<file path="src/hw/rtl/hcc_pkg.sv">
package hcc_pkg;

  // Number of double rounds applied to every nonce.
  localparam int DOUBLE_ROUNDS = 10;

  // One double round is a column pass and a diagonal pass. Each pass is four
  // add/xor/rotate steps, and every step is one cell of the chain.
  localparam int STEPS_PER_PASS  = 4;
  localparam int PASSES_PER_ROUND = 2;
  localparam int NUM_CELLS = DOUBLE_ROUNDS * PASSES_PER_ROUND * STEPS_PER_PASS;

  localparam int WORD_W  = 32;
  localparam int NUM_WORDS = 16;
  localparam int FIELD_W = 64;
  localparam int KEY_REGS = 4;
  localparam int CFG_INDEX_W = 2;

  typedef logic [WORD_W-1:0] word_t;
  typedef logic [NUM_WORDS-1:0][WORD_W-1:0] state_t;
  typedef logic [1:0] phase_t;
  typedef logic [CFG_INDEX_W-1:0] cfg_index_t;

  // Configuration register indexes.
  localparam cfg_index_t REG_KEY_0_7   = 2'd0;
  localparam cfg_index_t REG_KEY_8_15  = 2'd1;
  localparam cfg_index_t REG_KEY_16_23 = 2'd2;
  localparam cfg_index_t REG_KEY_24_31 = 2'd3;

  // The four constant words of the initial state.
  localparam word_t SIGMA_0 = 32'h6170_7865;
  localparam word_t SIGMA_1 = 32'h3320_646e;
  localparam word_t SIGMA_2 = 32'h7962_2d32;
  localparam word_t SIGMA_3 = 32'h6b20_6574;

  // Roles of the four words inside one quarter round.
  localparam logic [1:0] ROLE_A = 2'd0;
  localparam logic [1:0] ROLE_B = 2'd1;
  localparam logic [1:0] ROLE_C = 2'd2;
  localparam logic [1:0] ROLE_D = 2'd3;

  // Step codes within one pass, each with its rotation amount.
  localparam phase_t PH_ROT16 = 2'd0;
  localparam phase_t PH_ROT12 = 2'd1;
  localparam phase_t PH_ROT8  = 2'd2;
  localparam phase_t PH_ROT7  = 2'd3;

  // State word index for a role of quarter round col. On the diagonal pass
  // each row is shifted left by its own row number.
  function automatic logic [3:0] word_index(logic [1:0] role, logic [1:0] col, logic diag);
    logic [1:0] offset;
    offset = diag ? (col + role) : col;
    return {role, offset};
  endfunction

  // Left rotation by the amount that belongs to a step code.
  function automatic word_t rotate_step(word_t x, phase_t phase);
    word_t r;
    unique case (phase)
      PH_ROT16: r = {x[15:0], x[31:16]};
      PH_ROT12: r = {x[19:0], x[31:20]};
      PH_ROT8:  r = {x[23:0], x[31:24]};
      PH_ROT7:  r = {x[24:0], x[31:25]};
      default:  r = x;
    endcase
    return r;
  endfunction

endpackage

</file>
<file path="src/hw/rtl/hcc_cell.sv">
module hcc_cell (
  input  logic            clk,
  input  logic            rst,
  input  logic            advance,
  input  logic            diag,
  input  hcc_pkg::phase_t phase,
  input  logic            in_valid,
  input  hcc_pkg::state_t in_state,
  output logic            out_valid,
  output hcc_pkg::state_t out_state
);
  import hcc_pkg::*;

  state_t state_next;

  // One step of all four quarter rounds of a pass: p += q; s = rotl(s ^ p).
  always_comb begin
    logic [1:0] role_p;
    logic [1:0] role_q;
    logic [1:0] role_s;
    logic [3:0] ip;
    logic [3:0] iq;
    logic [3:0] is;
    word_t      sum;
    state_next = in_state;
    role_p = phase[0] ? ROLE_C : ROLE_A;
    role_q = phase[0] ? ROLE_D : ROLE_B;
    role_s = phase[0] ? ROLE_B : ROLE_D;
    for (int j = 0; j < 4; j++) begin
      ip = word_index(role_p, 2'(j), diag);
      iq = word_index(role_q, 2'(j), diag);
      is = word_index(role_s, 2'(j), diag);
      sum = in_state[ip] + in_state[iq];
      state_next[ip] = sum;
      state_next[is] = rotate_step(in_state[is] ^ sum, phase);
    end
  end

  // Stage valid flag.
  always_ff @(posedge clk) begin
    if (rst) begin
      out_valid <= 1'b0;
    end else if (advance) begin
      out_valid <= in_valid;
    end
  end

  // Stage payload.
  always_ff @(posedge clk) begin
    if (advance) begin
      out_state <= state_next;
    end
  end

endmodule

</file>
<file path="config.mk">
export PLATFORM = sky130hd
export DESIGN_NAME = hcc_cell
export DESIGN_NICKNAME = d
export VERILOG_FILES = /design/src/hw/rtl/hcc_pkg.sv /design/src/hw/rtl/hcc_cell.sv
export SDC_FILE = /design/constraint.sdc
export NUM_CORES = 2
export LEC_CHECK = 0
export ABC_AREA = 0
export BUFFER_PORTS_ARGS = -buffer_cell sky130_fd_sc_hd__buf_4
export CAP_MARGIN = 0
export CELL_PAD_IN_SITES_DETAIL_PLACEMENT = 2
export CELL_PAD_IN_SITES_GLOBAL_PLACEMENT = 2
export CORE_AREA = 4 4 398 400
export CTS_CLUSTER_SIZE = 40
export DETAILED_ROUTE_END_ITERATION = 10
export DIE_AREA = 0 0 402 404
export MAX_ROUTING_LAYER = met4
export PLACE_DENSITY_LB_ADDON = 0.1
export SLEW_MARGIN = 25
export SYNTH_ARGS = -nofsm -noshare
export SYNTH_HDL_FRONTEND = slang
export SYNTH_SLANG_ARGS = --single-unit
</file>
<file path="constraint.sdc">
create_clock -name clk -period 7.6 [get_ports clk]
set_clock_uncertainty 0.15 [all_clocks]
set_input_delay 1.52 -clock clk [delete_from_list [all_inputs] [get_ports clk]]
set_output_delay 1.52 -clock clk [all_outputs]
set_load 0.05 [all_outputs]
</file>
# Yosys cells after proc, flatten, opt, wreduce, memory -nomap -nowiden
# Index checks and enable logic that the tools add are counted.
[classes]
order_cmp = 20
n_eq_ne = 3
n_addsub = 13
div_mod_pow = 0
mux = 67
n_reduce_logical = 9
n_bitwise = 4
n_shift = 0
n_mul = 0
[op_table]
columns = ["op", "n"]
rows = [
  ["bitwise mux 512 bit", 8],
  ["binary-select mux 32 bit (select 4 bit)", 12],
  ["demux 32 bit (select 4 bit)", 8],
  ["2-to-1 mux 32 bit", 20],
  ["case mux 32 bit (4 select lines)", 4],
  ["adder 32 bit", 4],
  ["bitwise XOR 32 bit", 4],
  ["< comparator 4 x 5 -> 1 bit (second input constant)", 12],
  [">= comparator 4 x 1 -> 1 bit (second input constant)", 8],
  ["2-to-1 mux 2 bit", 15],
  ["adder 2 bit (first input constant)", 6],
  ["logical AND 1 bit", 8],
  ["adder 1 x 2 -> 2 bit (first input constant)", 3],
  ["equality test 2 bit (second input constant)", 2],
  ["equality test 2 x 1 -> 1 bit (second input constant)", 1],
  ["zero test 2 bit", 1],
]
[word_totals]
latch_bits = 0
out_inout_bits = 513
ramBits = 0
input_bits = 519
reg_bits = 513
elab_cells = 133
mem_bits_ro = 0
n_memories = 0

# Longest topological paths before layout
[depth]
ltp_word = 14
ltp_mapped = 23
mapped_depth_nobuf = 15

# Worst setup path before layout
# Ideal clock, no wire load.
[synth_timing]
kind = "input to register"
startpoint = "input diag"
endpoint = "register out_state[192] (netlist name), data pin"
arrival_time_ps = 6555
path_stages = 20
path_slack_ps = 634
cell_sequence = "buf_2 -> buf_2 -> buf_2 -> buf_2 -> buf_4 -> buf_2 -> buf_2 -> mux4_2 -> ha_1 -> fa_1 -> a21o_1 -> a221oi_2 -> nor4_2 -> o211ai_1 -> o21ai_0 -> xnor2_1 -> xor2_1 -> nand2_1 -> and3_1 -> a221o_1"
[synth_lines]
columns = ["item", "line_no", "rtl"]
rows = [
  ["start: declaration", "hcc_cell.sv:5", "input logic diag,"],
  ["end signal: assignment", "hcc_cell.sv:51", "out_state <= state_next;"],
  ["end: declaration", "hcc_cell.sv:10", "output hcc_pkg::state_t out_state"],
]

==> flow_summary_export.csv <==
group,metric,value,unit
clocking,ctsResizeCount,0,
clocking,clock_latency,680,ps
hold_path,hold_path_class,"flip-flop to flip-flop",
timing,max_slew_margin,21.2,%
routing,viasPerCell,6.03,
flow_run,cap_violations,0,
timing,rsz0062_at_grt,"false",
routing,wirelength,330000,µm
pwr,switching_share,50.9,%
clocking,cts_root_buffer,"clkbuf_16",
timing,hold_violations,0,
pwr,power_frac_seq,21.9,%
logic_synthesis,ys_seq_elements,513,
layout,drive_gt1_share,31.9,%
routing,wl_met1,129000,µm
worst_setup_path,path_max_fanout,35,
logic_synthesis,synth_top_family_by_area,"compound AO/OA/AOI/OAI gates",
pwr,ir_drop,0.000168,V
pwr,p_int,8.90,mW
layout,layout_common_cells,"1377 x buf_4, 614 x nor2_1, 533 x nand2_1, 516 x a21oi_1, 512 x edfxtp_1",
global_route,grt_usage,40.0,%
floorplan,rows,145,
logic_synthesis,synth_nets,5294,
global_route,antenna_found_initial,51,
placed_design,port_buffers,1031,
routing,vias,47900,
clocking,cts_tree,"done",
clocking,htreeDepth,3,
placed_design,dp_hpwl,274000,µm
worst_setup_path,critPathKind,"primary input to flip-flop",
routing,drtPass1Iterations,6,
logic_synthesis,synth-compound-area-share,18.9,%
routing,drt_iter0_drc,5700,
pwr,switchingPower,9.24,mW
layout,syn_to_final_growth,33.5,%
worst_setup_path,r2r_start,"out_valid",
routing,drc,0,
timing,fin_setup_tns,0,ps
floorplan,initial_core_util,28.2,%
pwr,pwr-share-comb,58.8,%
worst_setup_path,reg2reg_depth,2,
clocking,postCtsHoldBufs,0,
logic_synthesis,synth_top_flop_cell,"edfxtp_1",
timing,finalSetupViolCount,0,
global_route,grt_pass1_wl,431000,µm
logic_synthesis,async_flop_share,0,%
global_route,grt_max_degree,151,
logic_synthesis,synth_xor_area_share,5.88,%
worst_setup_path,reg2reg_slack,6800,ps
worst_setup_path,crit_path_start_kind,"primary input",
timing,tightestPinTransition,1170,ps
timing,max_freq,0.142,GHz
pwr,power_density,310,nW/µm²
floorplan,boundaryPins,1032,
worst_setup_path,timing.rr.end,"out_valid",
logic_synthesis,syn_area,43800,µm²
status,status,"completed",
logic_synthesis,synth_simple_gate_area_share,14.9,%
worst_setup_path,cp-end-kind,"flip-flop",
floorplan,die_h,404,µm
layout,finalNetCount,6422,
pwr,finalPower,18.1,mW
worst_setup_path,worstPathRequired,7880,ps
timing,min_period,7060,ps
clocking,clock-sinks,513,
logic_synthesis,synthCells,4647,
routing,top_layer,"met4",
pwr,pwr-share-clk,19.4,%
clocking,path_clk_slew,60,ps
clocking,cts_buffers,70,
routing,wl_met3,27700,µm
logic_synthesis,synth.area.mux_share,17.7,%
timing,timing.final.max_slew_violations,0,
logic_synthesis,synthAdderAreaFrac,3.73,%
layout,fillers,17200,
hold_path,hold_depth,2,
clocking,cts_setup_buffers,0,
routing,wl_per_cell,41.6,µm
logic_synthesis,ys_warn_count,0,
floorplan,die_w,402,µm
timing,min_period_over_period,92.9,%
routing,drtAntennaViolNets,0,
layout,final_common_cell,"buf_4",
routing,wl_met2,151000,µm
clocking,cts_buffer_depth,3,
logic_synthesis,seq_area_frac_synth,35.1,%
logic_synthesis,syn_area_per_cell,9.43,µm²
pwr,cellLeakagePower,24.0,nW
floorplan,design.core.area,155000,µm²
hold_path,hold_path.startpoint,"out_valid",
worst_setup_path,critical_path_arrival,7340,ps
placed_design,gp_congestion,1.04,
logic_synthesis,synth_edf_count,512,
global_route,overflow,0,
global_route,grt_pass1_vias,47700,
hold_path,holdPathEnd,"out_valid",
logic_synthesis,ys_types,91,
floorplan,dieArea,162000,µm²
[stage by stage]
| stage | worst slack, ps | std cells | hold slack (ps) | cell area [µm²] | util, % |
|---|---|---|---|---|---|
| 2_1_floorplan | 634 | 4647 | 583 | 43800 | - |
| 3_3_place_gp | 102 | 7761 | 329 | 56000 | 36.1 |
| 3_5_place_dp | 73.8 | 7761 | 410 | 56000 | 36.1 |
| 4_1_cts | 818 | 7885 | 423 | 58300 | 37.6 |
| 5_1_grt | 544 | 7925 | 427 | 58400 | 37.6 |
| 6_report | 537 | 7934 | 406 | 58500 | 37.6 |
[Yosys cell counts (16+ instances only)]
library cell	count	area, µm²
nand2_1	536	2010
o221ai_1	52	455
mux4_2	218	4910
mux2_2	56	631
a21oi_1	516	2580
a32oi_1	21	184
a211oi_1	53	398
nand2b_1	44	275
clkbuf_1	260	976
xnor2_1	148	1300
o21ai_0	257	1290
ha_1	124	1550
nor2b_1	17	106
mux2i_1	219	2190
a221o_1	44	440
a21boi_0	16	120
inv_1	56	210
and2_1	51	319
buf_1	37	139
buf_2	54	270
o21a_1	30	225
or2_2	25	156
a31oi_1	40	250
o211ai_1	53	398
nand4_1	23	144
and3_1	25	156
a21o_1	60	450
xor2_1	107	937
edfxtp_1	512	15400
o21bai_1	16	120
nand3_1	45	225
nor2_1	618	2320
nor3_1	80	400
[how the worst max path moves through the flow]
stage	start	endpoint	slack [ps]	cells after the start
detailed placement	diag	out_state[449]	70	17
floorplan	diag	out_state[192]	630	20
finish	diag	out_state[449]	540	16
global placement	diag	out_state[230]	100	18
global route	phase[0]	out_state[449]	540	17
CTS	diag	out_state[449]	820	17
[power by group through the flow]
stage	clock network (mW)	logic (mW)	registers, mW
global placement	0	10.3	4.01
finish	3.51	10.7	3.96
global route	3.67	10.8	3.99
CTS	3.57	10.4	3.97
detailed placement	0	10.3	4.01
floorplan	0	3.47	5.48
[logic make-up after synthesis]
logic type	count (synthesis)
buffers and inverters	412
and+or+nand+nor	1519
adders and majority gates	128
AOI/OAI and AO/OA	1311
xor gates and xnor gates	270
muxes	494
DFF	513
[critical path: stages]
cell and delay [ps]:
buf_8 310, buf_12 260, buf_12 250, buf_12 260, mux4_2 340, ha_1 380
and3_1 200, and3_1 240, nor4_1 630, o31a_1 260, xor2_1 740, xor2_1 490
and2_1 430, a21oi_1 110, a222oi_1 670, inv_1 100
[flip-flops by register name, summed over array words and instances, names as in the netlist]
signal,flops
out_state,512
out_valid,1
[area by class of cell]
type                            instances  area, µm²  area share, %
Tap cell                             2058       2570           4.41
Antenna cell                           49        123          0.210
Timing Repair Buffer                 1411      11000           18.8
Clock buffer                           80       1810           3.10
Inverter                               57        228          0.390
Sequential cell                       513      15400           26.3
Clock inverter                         44        495          0.848
Multi-Input combinational cell       3722      26800           45.9
[metal layers]
layer	global-route usage (%)	vias up
met5	-	-
met4	21.6	0
met3	8.67	576
met2	63.0	2724
met1	48.0	24700
li1	-	19800
Power figures use the tool's default switching activity.
